==> src/rtl/core/rsfd_pkg.sv <==
// Package: shared types and constants for the run-length sprite frame decoder.
`default_nettype none
package rsfd_pkg;

	localparam int DIM_W   = 11;
	localparam int COL_W   = 12;
	localparam int CNT_W   = 7;
	localparam int PROD_W  = 2 * DIM_W;
	localparam int SUM_W   = PROD_W + 1;
	localparam int ADDR_W  = 20;
	localparam int BYTE_W  = 8;
	localparam int CFG_IDX_W = 1;

	localparam int QUEUE_DEPTH = 2;
	localparam int QPTR_W      = (QUEUE_DEPTH > 1) ? $clog2(QUEUE_DEPTH) : 1;
	localparam int QCNT_W      = $clog2(QUEUE_DEPTH + 1);

	localparam logic [CFG_IDX_W-1:0] REG_FRAME_WIDTH  = 1'd0;
	localparam logic [CFG_IDX_W-1:0] REG_FRAME_HEIGHT = 1'd1;

	localparam logic [BYTE_W-1:0] CODE_END_OF_ROW = 8'h80;
	localparam logic [COL_W-1:0]  COLUMN_MAX      = 12'hFFF;

	typedef struct packed {
		logic              frame_start;
		logic [BYTE_W-1:0] code_byte;
	} in_t;

	typedef struct packed {
		logic [ADDR_W-1:0] write_address;
		logic [BYTE_W-1:0] pixel_value;
		logic              write_valid;
		logic              frame_end;
		logic              overflow;
	} out_t;

	// Work handed from the front to the back.
	typedef struct packed {
		logic              load;
		logic              rowup;
		logic              pix;
		logic              fend;
		logic [DIM_W-1:0]  row;
		logic [DIM_W-1:0]  stride;
		logic [DIM_W-1:0]  height;
		logic [COL_W-1:0]  column;
		logic [BYTE_W-1:0] pixel;
	} op_t;

	function automatic logic [COL_W-1:0] col_add(input logic [COL_W-1:0] c,
		input logic [CNT_W-1:0] n);
		logic [COL_W:0] s;
		s = {1'b0, c} + {{(COL_W + 1 - CNT_W){1'b0}}, n};
		return s[COL_W] ? COLUMN_MAX : s[COL_W-1:0];
	endfunction

endpackage
`default_nettype wire

==> src/rtl/core/rsfd_front.sv <==
// Front end: config registers, code byte classification and row/column tracking.
`default_nettype none
module rsfd_front #(
	parameter int MAX_WIDTH  = 1024,
	parameter int MAX_HEIGHT = 1024
) (
	input  wire logic                          clk,
	input  wire logic                          arst_n,
	input  wire logic                          cfg_we,
	input  wire logic [rsfd_pkg::CFG_IDX_W-1:0] cfg_index,
	input  wire logic [rsfd_pkg::DIM_W-1:0]    cfg_wdata,
	input  wire logic                          in_take,
	input  wire rsfd_pkg::in_t                 in_data,
	output logic                               op_push,
	output rsfd_pkg::op_t                      op_data
);

	localparam int LIM_W = 13;
	localparam logic [LIM_W-1:0] MAX_W = LIM_W'(MAX_WIDTH);
	localparam logic [LIM_W-1:0] MAX_H = LIM_W'(MAX_HEIGHT);

	logic [rsfd_pkg::DIM_W-1:0] width_q, height_q;
	logic                       done_q, lit_q;
	logic [rsfd_pkg::CNT_W-1:0] left_q;
	logic [rsfd_pkg::COL_W-1:0] col_q;
	logic [rsfd_pkg::DIM_W-1:0] row_q;

	logic [rsfd_pkg::DIM_W-1:0] stride_c, h_c, row_eff;
	logic [rsfd_pkg::COL_W-1:0] col_eff;
	logic                       start, lit_eff, active, is_eor;
	logic [rsfd_pkg::BYTE_W-1:0] b;

	logic                       done_d, lit_d;
	logic [rsfd_pkg::CNT_W-1:0] left_d;
	logic [rsfd_pkg::COL_W-1:0] col_d;
	logic [rsfd_pkg::DIM_W-1:0] row_d;

	always_ff @(posedge clk or negedge arst_n) begin
		if (!arst_n) begin
			width_q  <= rsfd_pkg::DIM_W'(1);
			height_q <= rsfd_pkg::DIM_W'(1);
		end else if (cfg_we) begin
			case (cfg_index)
				rsfd_pkg::REG_FRAME_WIDTH:  width_q  <= cfg_wdata;
				rsfd_pkg::REG_FRAME_HEIGHT: height_q <= cfg_wdata;
				default: ;
			endcase
		end
	end

	always_comb begin
		if (width_q == '0) stride_c = rsfd_pkg::DIM_W'(1);
		else if (LIM_W'(width_q) > MAX_W) stride_c = rsfd_pkg::DIM_W'(MAX_W);
		else stride_c = width_q;
		if (height_q == '0) h_c = rsfd_pkg::DIM_W'(1);
		else if (LIM_W'(height_q) > MAX_H) h_c = rsfd_pkg::DIM_W'(MAX_H);
		else h_c = height_q;
	end

	assign b       = in_data.code_byte;
	assign start   = in_data.frame_start;
	assign active  = start || !done_q;
	assign lit_eff = !start && lit_q;
	assign row_eff = start ? h_c - rsfd_pkg::DIM_W'(1) : row_q;
	assign col_eff = start ? '0 : col_q;
	assign is_eor  = (b == rsfd_pkg::CODE_END_OF_ROW);

	always_comb begin
		done_d = start ? 1'b0 : done_q;
		lit_d  = lit_eff;
		left_d = start ? '0 : left_q;
		col_d  = col_eff;
		row_d  = row_eff;
		op_data        = '0;
		op_data.load   = start;
		op_data.stride = stride_c;
		op_data.height = h_c;
		op_data.row    = row_eff;
		op_data.column = col_eff;
		op_data.pixel  = b;
		if (lit_eff) begin
			op_data.pix = 1'b1;
			col_d  = rsfd_pkg::col_add(col_eff, rsfd_pkg::CNT_W'(1));
			left_d = left_q - rsfd_pkg::CNT_W'(1);
			if (left_d == '0) lit_d = 1'b0;
		end else if (is_eor) begin
			if (row_eff == '0) begin
				op_data.fend = 1'b1;
				done_d = 1'b1;
			end else begin
				row_d = row_eff - rsfd_pkg::DIM_W'(1);
				col_d = '0;
				op_data.row = row_d;
				op_data.rowup = !start;
			end
		end else if (b[7]) begin
			col_d = rsfd_pkg::col_add(col_eff, b[rsfd_pkg::CNT_W-1:0]);
		end else if (b != '0) begin
			lit_d  = 1'b1;
			left_d = b[rsfd_pkg::CNT_W-1:0];
		end
	end

	assign op_push = in_take && active &&
		(op_data.load || op_data.rowup || op_data.pix || op_data.fend);

	always_ff @(posedge clk or negedge arst_n) begin
		if (!arst_n) begin
			done_q <= 1'b1;
			lit_q  <= 1'b0;
			left_q <= '0;
			col_q  <= '0;
			row_q  <= '0;
		end else if (in_take && active) begin
			done_q <= done_d;
			lit_q  <= lit_d;
			left_q <= left_d;
			col_q  <= col_d;
			row_q  <= row_d;
		end
	end

endmodule
`default_nettype wire

==> src/rtl/core/rsfd_queue.sv <==
// Short request queue between front and back.
`default_nettype none
module rsfd_queue (
	input  wire logic          clk,
	input  wire logic          arst_n,
	input  wire logic          push,
	input  wire rsfd_pkg::op_t push_data,
	input  wire logic          pop,
	output logic               full,
	output logic               not_empty,
	output rsfd_pkg::op_t      head
);

	rsfd_pkg::op_t                mem [rsfd_pkg::QUEUE_DEPTH];
	logic [rsfd_pkg::QPTR_W-1:0] wr_q, rd_q;
	logic [rsfd_pkg::QCNT_W-1:0] cnt_q;

	localparam logic [rsfd_pkg::QPTR_W-1:0] LAST = rsfd_pkg::QPTR_W'(rsfd_pkg::QUEUE_DEPTH - 1);

	assign full      = (cnt_q == rsfd_pkg::QCNT_W'(rsfd_pkg::QUEUE_DEPTH));
	assign not_empty = (cnt_q != '0);
	assign head      = mem[rd_q];

	always_ff @(posedge clk) begin
		if (push && !full) mem[wr_q] <= push_data;
	end

	always_ff @(posedge clk or negedge arst_n) begin
		if (!arst_n) begin
			wr_q  <= '0;
			rd_q  <= '0;
			cnt_q <= '0;
		end else begin
			if (push && !full) wr_q <= (wr_q == LAST) ? '0 : wr_q + rsfd_pkg::QPTR_W'(1);
			if (pop && not_empty) rd_q <= (rd_q == LAST) ? '0 : rd_q + rsfd_pkg::QPTR_W'(1);
			case ({push && !full, pop && not_empty})
				2'b10:   cnt_q <= cnt_q + rsfd_pkg::QCNT_W'(1);
				2'b01:   cnt_q <= cnt_q - rsfd_pkg::QCNT_W'(1);
				default: ;
			endcase
		end
	end

endmodule
`default_nettype wire

==> src/rtl/core/rsfd_back.sv <==
// Back end: row base and frame size, address forming, bounds check, result register.
`default_nettype none
module rsfd_back (
	input  wire logic          clk,
	input  wire logic          arst_n,
	input  wire logic          op_avail,
	input  wire rsfd_pkg::op_t op,
	output logic               op_pop,
	output logic               out_valid,
	input  wire logic          out_stall,
	output rsfd_pkg::out_t     out_data
);

	logic [rsfd_pkg::PROD_W-1:0] base_q, total_q;
	logic [rsfd_pkg::DIM_W-1:0]  stride_q;
	logic                        valid_q;
	rsfd_pkg::out_t              res_q;

	logic                        slot_free, has_res;
	logic [rsfd_pkg::SUM_W-1:0]  addr;
	logic                        ovf;
	rsfd_pkg::out_t              res_d;

	assign slot_free = !valid_q || !out_stall;
	assign has_res   = op.pix || op.fend;
	assign op_pop    = op_avail && (slot_free || !has_res);

	assign addr = {1'b0, base_q} + rsfd_pkg::SUM_W'(op.column);
	assign ovf  = addr >= {1'b0, total_q};

	always_comb begin
		res_d = '0;
		if (op.pix) begin
			res_d.pixel_value = op.pixel;
			res_d.overflow    = ovf;
			res_d.write_valid = !ovf;
			res_d.write_address = ovf ? '0 : addr[rsfd_pkg::ADDR_W-1:0];
		end else begin
			res_d.frame_end = 1'b1;
		end
	end

	always_ff @(posedge clk or negedge arst_n) begin
		if (!arst_n) begin
			base_q   <= '0;
			total_q  <= '0;
			stride_q <= rsfd_pkg::DIM_W'(1);
		end else if (op_pop) begin
			if (op.load) begin
				stride_q <= op.stride;
				base_q   <= rsfd_pkg::PROD_W'(op.row) * rsfd_pkg::PROD_W'(op.stride);
				total_q  <= rsfd_pkg::PROD_W'(op.height) * rsfd_pkg::PROD_W'(op.stride);
			end else if (op.rowup) begin
				base_q <= base_q - rsfd_pkg::PROD_W'(stride_q);
			end
		end
	end

	always_ff @(posedge clk or negedge arst_n) begin
		if (!arst_n) valid_q <= 1'b0;
		else if (slot_free) valid_q <= op_pop && has_res;
	end

	always_ff @(posedge clk) begin
		if (slot_free && op_pop && has_res) res_q <= res_d;
	end

	assign out_valid = valid_q;
	assign out_data  = res_q;

endmodule
`default_nettype wire

==> src/rtl/core/rle_sprite_frame_decoder_unit.sv <==
// Top level of the run-length sprite frame decoder.
//
//  channel  | valid     | stall     | payload
//  ---------+-----------+-----------+-----------------------------
//  in       | in_valid  | in_stall  | in_data  (frame_start, code_byte)
//  out      | out_valid | out_stall | out_data (address, pixel, flags)
//  cfg      | cfg_we    | -         | cfg_index, cfg_wdata
//
// One code byte per cycle while in_stall is low; its result passes through the queue and then the result register.
// Frame start runs the two 11x11 products in the back end; row steps subtract.
// Reset empties the queue and result register; the decoder idles until frame_start.
// in_stall rises only when the two-entry queue is full behind a stalled output.
`default_nettype none
module rle_sprite_frame_decoder_unit #(
	parameter int MAX_WIDTH  = 1024,
	parameter int MAX_HEIGHT = 1024
) (
	input  wire logic                           clk,
	input  wire logic                           arst_n,
	input  wire logic                           cfg_we,
	input  wire logic [rsfd_pkg::CFG_IDX_W-1:0] cfg_index,
	input  wire logic [rsfd_pkg::DIM_W-1:0]     cfg_wdata,
	input  wire logic                           in_valid,
	output logic                                in_stall,
	input  wire rsfd_pkg::in_t                  in_data,
	output logic                                out_valid,
	input  wire logic                           out_stall,
	output rsfd_pkg::out_t                      out_data
);

	logic          in_take, op_push, op_pop, q_full, q_avail;
	rsfd_pkg::op_t op_in, op_head;

	assign in_stall = q_full;
	assign in_take  = in_valid && !q_full;

	rsfd_front #(
		.MAX_WIDTH  (MAX_WIDTH),
		.MAX_HEIGHT (MAX_HEIGHT)
	) u_front (
		.clk       (clk),
		.arst_n    (arst_n),
		.cfg_we    (cfg_we),
		.cfg_index (cfg_index),
		.cfg_wdata (cfg_wdata),
		.in_take   (in_take),
		.in_data   (in_data),
		.op_push   (op_push),
		.op_data   (op_in)
	);

	rsfd_queue u_queue (
		.clk       (clk),
		.arst_n    (arst_n),
		.push      (op_push),
		.push_data (op_in),
		.pop       (op_pop),
		.full      (q_full),
		.not_empty (q_avail),
		.head      (op_head)
	);

	rsfd_back u_back (
		.clk       (clk),
		.arst_n    (arst_n),
		.op_avail  (q_avail),
		.op        (op_head),
		.op_pop    (op_pop),
		.out_valid (out_valid),
		.out_stall (out_stall),
		.out_data  (out_data)
	);

	a_write_xor_ovf: assert property (@(posedge clk) disable iff (!arst_n)
		out_valid |-> !(out_data.write_valid && out_data.overflow))
		else $error("write and overflow flagged together");

	a_end_alone: assert property (@(posedge clk) disable iff (!arst_n)
		out_valid && out_data.frame_end |->
			!out_data.write_valid && !out_data.overflow && out_data.write_address == '0)
		else $error("frame end result carries a pixel");

	a_kind_set: assert property (@(posedge clk) disable iff (!arst_n)
		out_valid |-> (out_data.write_valid || out_data.overflow || out_data.frame_end))
		else $error("result of no kind");

endmodule
`default_nettype wire
==> config.mk <==
export PLATFORM = sky130hd
export DESIGN_NAME = rle_sprite_frame_decoder_unit
export DESIGN_NICKNAME = d
export VERILOG_FILES = /design/src/rtl/core/rsfd_pkg.sv /design/src/rtl/core/rsfd_front.sv /design/src/rtl/core/rsfd_queue.sv /design/src/rtl/core/rsfd_back.sv /design/src/rtl/core/rle_sprite_frame_decoder_unit.sv
export SDC_FILE = /design/constraint.sdc
export NUM_CORES = 1
export LEC_CHECK = 0
export BUFFER_PORTS_ARGS = -buffer_cell sky130_fd_sc_hd__clkbuf_2
export CAP_MARGIN = 20
export CORE_MARGIN = 2
export CORE_UTILIZATION = 50
export CTS_CLUSTER_DIAMETER = 30
export DETAILED_ROUTE_END_ITERATION = 16
export GPL_TIMING_DRIVEN = 1
export PLACE_DENSITY = 0.71
export SYNTH_ARGS = -nofsm -noshare
export SYNTH_HDL_FRONTEND = slang
export SYNTH_SLANG_ARGS = --single-unit
export TNS_END_PERCENT = 1
==> constraint.sdc <==
create_clock -name clk -period 11.1 [get_ports clk]
set_clock_uncertainty 0.05 [all_clocks]
set_input_delay 2.22 -clock clk [delete_from_list [all_inputs] [get_ports clk]]
set_output_delay 2.22 -clock clk [all_outputs]
set_load 0.05 [all_outputs]
==> results of run 1 <==
[placed cells by master, fill, tap and decap left out, types with 77 or more instances in the layout]
cell type	netlist	layout
mux2_2	77	77
nand2_1	243	242
fa_1	163	163
edfxtp_1	145	145
o21ai_0	100	100
dfrtp_1	110	109
inv_1	272	272
nor2_1	194	192
ha_1	178	178
a21oi_1	98	98
[Yosys cell counts (29+ instances only)]
library cell and n:
fa_1 163, dfrtp_1 110, edfxtp_1 145, mux2i_1 43
nor2b_1 50, mux2_2 77, inv_1 272, xnor2_1 48
o21ai_0 100, a21oi_1 98, xor2_1 36, ha_1 178
nand2_1 243, nand3_1 36, clkbuf_1 52, nor3_1 29
nor2_1 194
[registers in the layout, indices dropped and copies added, names as in the netlist]
name and cells:
u_queue.mem 114, u_back.out_data 31, u_back.base_q 22, u_back.total_q 22, u_front.col_q 12, u_back.stride_q 11
u_front.height_q 11, u_front.row_q 11, u_front.width_q 11, u_front.left_q 7, u_queue.cnt_q 2, u_back.out_valid 1
u_front.done_q 1, u_front.lit_q 1, u_queue.rd_q 1, u_queue.wr_q 1
[path summary, 6_finish.rpt]
| path | start | endpoint | slack, ps | cells past startpoint |
|---|---|---|---|---|
| worst max-delay path | u_queue.rd_q$_DFFE_PN0P_ | u_back.base_q[20]$_DFFE_PN0P_ | 3640 | 19 |
| worst min-delay path | u_back.total_q[12]$_DFFE_PN0P_ | u_back.total_q[12]$_DFFE_PN0P_ | 430 | 2 |
| worst max register to register | u_queue.rd_q$_DFFE_PN0P_ | u_back.base_q[20]$_DFFE_PN0P_ | 3640 | 19 |
| worst min register to register | u_back.total_q[12]$_DFFE_PN0P_ | u_back.total_q[12]$_DFFE_PN0P_ | 430 | 2 |
| max in group asynchronous | arst_n | u_back.total_q[12]$_DFFE_PN0P_ | 7920 | 2 |
| min in group asynchronous | arst_n | u_front.width_q[10]$_DFFE_PN0P_ | 1610 | 1 |
[final cells by class]
cell class / count / area (um2)
clock inverter: 37 / 529.3
sequential: 259 / 7216
fill: 3672 / 18310
tap: 585 / 732.0
multi-input combinational: 1583 / 13130
clock buffer: 65 / 1506
timing repair buffer: 78 / 442.9
inverter: 273 / 1025
[per-layer routing]
layer,GRT usage (%),vias to the layer above,wire length (um)
li1,-,7592,-
met1,34.15,7919,24020
met2,40.60,573,25230
met3,3.812,127,3139
met4,9.713,0,1940
met5,0,-,0
[metrics by stage]
stage	area [um2]	hold slack, ps
4_1_cts	24580	435.0
6_report	24580	430.3
5_1_grt	24580	451.9
2_1_floorplan	21600	396.8
3_3_place_gp	22540	412.0
3_5_place_dp	22540	420.7
[worst max-delay path, stage by stage (launching register included)]
cell,delay (ps)
dfrtp_4,880
buf_4,590
mux2_2,600
nand2_1,150
fa_1,600
fa_1,450
fa_1,500
inv_1,60
fa_1,540
inv_1,60
fa_1,530
inv_1,40
ha_1,240
or4_1,420
o21ai_0,410
o21ai_0,300
a311oi_1,430
a21oi_1,130
xnor2_1,160
o211ai_1,90
[logic make-up (layout without fill, tap and decap cells)]
logic type	count (synthesis)	count (layout)	synth area share [%]
DFF	259	259	33.38
and+or+nand+nor	672	672	14.72
muxes	121	121	6.075
xor gates and xnor gates	84	84	3.405
buffers and inverters	345	453	6.029
adders and majority gates	341	341	25.41
AOI/OAI and AO/OA	365	365	10.98
==> results by group, run 1 <==
GRT
  • Total gr overflow: 0
  • Largest net degree at the start of global routing: 65
  • Global-route wire length before repair: roughly 88000 um
  • Vias in the first global route: between 15000 and 20000
  • GRT Overall Usage: 25.10%
  • Initial antenna violation count: 0

Timing
  • PnR worst setup slack: 3643 ps
  • Setup TNS Final: 0 ps
  • Crit path time final: 7457 ps
  • Final Cycle Share: 67.18%
  • Final hold violation count: 0
  • Slew Limit Headroom: about 29%
  • RSZ-0062 raised after global routing: no
  • Worst-margin pin slew: 1066 ps
  • Fmax: roughly 0.13 GHz
  • Max-slew violation count: 0
  • Final setup fails: 0

Cells and area
  • Total inserted antenna cells: 0
  • Final Non-Filler Cells: around 2900
  • Share of cells above drive strength 1: roughly 13%
  • Final nets: ~2600
  • Util after Layout: 57.31%
  • Synth-to-layout area growth: 13.77%

Run
  • Max Cap Viol: 0

Routing
  • ANT nets after route: 0
  • DR pass1 iterations: 5
  • Initial DRC Count: 1199
  • Drt total wl: about 54000 um
  • Via count: ~16000
  • DRC viols: 0
  • DR vias/cell: ~5.6
  • Drt wl/cell: 18.87 um

Logic synthesis
  • Top cell type's share of synthesized area: 20.15%
  • Area leader, netlist: edfxtp_1
  • Yosys cell types: 90
  • Post-synthesis sequential area ratio: 33.38%
  • Cell count after synthesis: between 2000 and 2500
  • Synth Cell Area: 21600 um2
  • Yosys warns: 0
  • Post-synth ARST share: around 44%
  • Synth Area per Inst: between 9 and 10 um2
  • EDFF count, synth: between 100 and 150
  • Synth Register Bits: 259
  • Synth top area cells: edfxtp_1 (20%), fa_1 (15%), dfrtp_1 (13%), ha_1 (10%), inv_1 (4.7%)
  • Main synth FF type: edfxtp_1
  • Mapped Nets: between 2000 and 3000

Clock tree
  • Clock sink count: between 200 and 300
  • Max Buffers Root-to-Sink: 3
  • CTS Buf Count: 54
  • CTS tree: done
  • Post-CTS Hold Buffers: 0
  • H-tree depth: 2
  • Clock root buffer: clkbuf_16
  • Reg clk slew, reported paths: 50 ps
  • Worst skew pair latency: a little over 600 ps
  • # Post-CTS Setup Buffers: 0
  • Post-cts resize count: 0

Placement
  • Worst slack, placed: 3730 ps
  • Placed insts: around 2800
  • Buffers on Ports: 58
  • Global placement routability congestion: around 0.9
  • Detailed placer's ending HPWL: between 40000 and 50000 um

Die
  • Initial Util: 50.38%
  • Width of the die: between 200 and 250 um
  • Core area: roughly 43000 um2
  • IO Count: between 50 and 60
  • DIE AREA: 44890 um2
  • Row count: 76
  • Die Ht: ~210 um

Critical path
  • CP arrival: 7820 ps
  • CP required: 11460 ps
  • Critical-path maximum fanout: 47
  • Worst Setup Start Kind: flip-flop
  • Crit path kind: reg -> reg
  • CP Capture Type: flip-flop

Status
  • Status: completed

Hold path
  • Worst hold path class: reg -> reg
Power of run 1 is left out: the tool's default activity adds up to more than one toggle a clock period on the data nets, which glitch-free logic cannot reach.
==> run 2, diff against run 1 <==
--- a/config.mk
+++ b/config.mk
@@ -5,6 +5,7 @@
 export SDC_FILE = /design/constraint.sdc
 export NUM_CORES = 1
 export LEC_CHECK = 0
+export ABC_AREA = 1
 export BUFFER_PORTS_ARGS = -buffer_cell sky130_fd_sc_hd__clkbuf_2
 export CAP_MARGIN = 20
 export CORE_MARGIN = 2
@@ -12,7 +13,7 @@
 export CTS_CLUSTER_DIAMETER = 30
 export DETAILED_ROUTE_END_ITERATION = 16
 export GPL_TIMING_DRIVEN = 1
-export PLACE_DENSITY = 0.71
+export PLACE_DENSITY = 0.74
 export SYNTH_ARGS = -nofsm -noshare
 export SYNTH_HDL_FRONTEND = slang
 export SYNTH_SLANG_ARGS = --single-unit
==> constraint.sdc (replaced) <==
create_clock -name clk -period 6.32 [get_ports clk]
set_clock_uncertainty 0.05 [all_clocks]
set_input_delay 1.264 -clock clk [delete_from_list [all_inputs] [get_ports clk]]
set_output_delay 1.264 -clock clk [all_outputs]
set_load 0.05 [all_outputs]
==> run 2 against run 1 <==
Routed wire length is 5.2% higher. Non-clock buffer count rose by 71. Cell count up 16%.
==> results by group, run 2 <==
Critical path
  • FF-to-FF End: u_back.base_q[18]$_DFFE_PN0P_
  • R2R cell count: 25 (+6)
  • CP Capture Type: flip-flop
  • Critical-path maximum fanout: 33 (-30%)
  • Setup slack, reg-to-reg: 290 ps (-3360 ps)
  • Delay of the slowest cell on the worst path: 520 ps (-360 ps)
  • CP arrival: 6470 ps (-1350 ps)
  • Slowest CP cell: fa_1
  • Worst Setup Start Kind: flip-flop
  • CP required: 6760 ps (-4700 ps)
  • Crit path kind: reg -> reg
  • R2r startpoint: u_queue.rd_q$_DFFE_PN0P_

Die
  • Initial Util: 50.50% (+0.12 points)
  • IO Count: 59 (unchanged)
  • DIE AREA: 44990 um2 (+0.24%)
  • Row count: 76 (unchanged)
  • Width of the die: 212.1 um (+0.12%)
  • Core area: 42890 um2 (unchanged)
  • Die Ht: 212.1 um (+0.12%)

Cells and area
  • Final nets: 3085 (+18%)
  • Reg with most FFs: u_queue.mem
  • Max reg flops: 114 (unchanged)
  • Share of cells above drive strength 1: 12.74% (-0.16 points)
  • Most frequent cells in the layout: nand2_1 (542), inv_1 (443), nor2_1 (238)
  • Util after Layout: 58.50% (+1.2 points)
  • Synth-to-layout area growth: 15.84%
  • Most common library cell in the layout ignoring fill and taps: nand2_1
  • Total inserted antenna cells: 0 (unchanged)
  • Design area: 25090 um2 (+2.1%)

Routing
  • DRC viols: 0 (unchanged)
  • Via count: 17750 (+9.5%)
  • Initial DRC Count: 1268 (+5.8%)
  • DR pass1 iterations: 5 (unchanged)
  • Drt total wl: 57170 um (+5.2%)
  • ANT nets after route: 0 (unchanged)
  • DR vias/cell: 5.301 (-5.8%)
  • Drt wl/cell: 17.08 um (-9.5%)

Placement
  • Detailed placer's ending HPWL: 43690 um (+6.7%)
  • Global placement routability congestion: 0.9462 (+2.6%)
  • Worst slack, placed: 48.55 ps (-3682 ps)
  • Post-placement cell area: 23110 um2 (+2.5%)
  • Buffers on Ports: 58 (unchanged)

GRT
  • Initial antenna violation count: 0 (unchanged)
  • Total gr overflow: 0 (unchanged)
  • Largest net degree at the start of global routing: 60 (-7.7%)
  • GRT Overall Usage: 26.09% (+0.99 points)
  • Global-route wire length before repair: 91780 um (+4.6%)
  • Vias in the first global route: 17800 (+9.1%)

Logic synthesis
  • Synth Cell Area: 21660 um2 (+0.24%)
  • Top-count cell post-synth: nand2_1
  • EDFF count, synth: 145 (unchanged)
  • Synth Register Bits: 259 (unchanged)
  • Main synth FF type: edfxtp_1
  • Post-synthesis sequential area ratio: 33.30% (-0.081 points)
  • Synth top area cells: edfxtp_1 (20%), fa_1 (15%), dfrtp_1 (13%), ha_1 (10%), nand2_1 (9.4%)
  • Top cell type's share of synthesized area: 20.11% (-0.049 points)
  • Post-synth top cells: nand2_1 (543), inv_1 (449), nor2_1 (242)
  • Area leader, netlist: edfxtp_1
  • Mapped Nets: 2945 (+15%)
  • Post-synth ARST share: 44.02% (unchanged)
  • Yosys warns: 0 (unchanged)
  • Synth Area per Inst: 8.401 um2 (-15%)
  • Cell count after synthesis: 2578 (+18%)
  • Yosys cell types: 56 (-38%)

Hold path
  • Hold Path End: u_front.row_q[1]$_DFFE_PN0P_
  • Hold depth: 2 (unchanged)
  • Worst hold path class: reg -> reg
  • HP Start: u_front.row_q[1]$_DFFE_PN0P_

Clock tree
  • CTS Buf Count: 55 (+1.9%)
  • H-tree depth: 2 (unchanged)
  • Clock root buffer: clkbuf_16
  • Worst skew pair latency: 610 ps (about the same)
  • Reg clk slew, reported paths: 50 ps (about the same)
  • CTS tree: done
  • Max Buffers Root-to-Sink: 3 (unchanged)
  • Clock sink count: 259 (unchanged)

Timing
  • Setup TNS Final: 0 ps (unchanged)
  • Final Cycle Share: 95.47% (+28 points)
  • Fmax: 0.1657 GHz (+24%)
  • Crit path time final: 6034 ps (-1424 ps)
  • PnR worst setup slack: 286.2 ps (-3356 ps)
  • Final hold violation count: 0 (unchanged)
  • Final setup fails: 0 (unchanged)
  • Max-slew violation count: 0 (unchanged)
  • Worst-margin pin slew: 939.2 ps (-126.4 ps)
  • Slew Limit Headroom: 36.73% (+8.0 points)

Status
  • Status: completed

Run
  • Max Cap Viol: 0 (unchanged)
[run 2: changes by cell type after synthesis, sizes merged, moves of 56 or more]
cell,change
mux2,-78
nor2,+56
o21ai,+90
nand2,+310
inv,+185
[run 2: layout make-up]
class / instances / area (um2)
Clock inverter: 40 / 384.1
Timing Repair Buffer: 149 / 1055
Tap cell: 585 / 732.0
Sequential cell: 259 / 7212
Fill cell: 3657 / 17800
Clock buffer: 62 / 1424
Multi-Input combinational cell: 1784 / 12510
Inverter: 469 / 1768
[run 2: worst max path at each step]
| stage | startpoint | cells after the start | slack [ps] | endpoint |
|---|---|---|---|---|
| 2_1_floorplan | u_queue.rd_q$_DFFE_PN0P_ | 28 | 130 | u_back.base_q[19]$_DFFE_PN0P_ |
| 3_3_place_gp | u_queue.rd_q$_DFFE_PN0P_ | 24 | 160 | u_back.total_q[19]$_DFFE_PN0P_ |
| 3_5_place_dp | u_queue.rd_q$_DFFE_PN0P_ | 24 | 50 | u_back.total_q[19]$_DFFE_PN0P_ |
| 4_1_cts | u_queue.rd_q$_DFFE_PN0P_ | 24 | 30 | u_back.total_q[19]$_DFFE_PN0P_ |
| 5_1_grt | u_queue.rd_q$_DFFE_PN0P_ | 29 | -30 | u_back.base_q[19]$_DFFE_PN0P_ |
| 6_report | u_queue.rd_q$_DFFE_PN0P_ | 25 | 290 | u_back.base_q[18]$_DFFE_PN0P_ |
[run 2: cells by family (layout without fill, tap and decap cells)]
family	after synthesis	in the layout	synth area share [%]
adder cells (fa/ha/maj)	341	341	25.35
multiplexers	1	1	0.04622
AO/OA/AOI/OAI	371	371	9.463
buffers and inverters	535	720	9.354
AND/OR/NAND/NOR	998	998	19.53
XOR/XNOR	73	73	2.952
flip-flops	259	259	33.30
[run 2: per-layer routing]
layer	part of all wire (%)	wire, um	vias up	GRT usage [%]
met5	0	0	-	0
met4	3.7	2112	0	10.34
met3	5.8	3321	113	3.663
met2	47	26670	588	42.62
met1	44	25070	8517	35.19
li1	-	-	8529	-
[run 2: critical path: cells and delay by family (launching register included)]
family / cells / cell delay, ps
adder cells (fa/ha/maj): 6 / 2790
AND/OR/NAND/NOR: 2 / 350
flip-flops: 1 / 380
buffers and inverters: 8 / 780
AO/OA/AOI/OAI: 9 / 1520
[run 2: per-stage QoR]
step | hold slack [ps] | cells
4_1_cts | 430.8 | 3336
2_1_floorplan | 396.4 | 2578
3_5_place_dp | 417.6 | 3234
6_report | 430.7 | 3348
5_1_grt | 464.1 | 3348
3_3_place_gp | 414.6 | 3234
[run 2: what timing repair did]
item / CTS / global route
hold buffers: 0 / 0
setup endpoints to repair: 0 / 11
setup buffers: 0 / 12
gates resized for setup: 0 / 27
Power of run 2 is left out for the same reason.
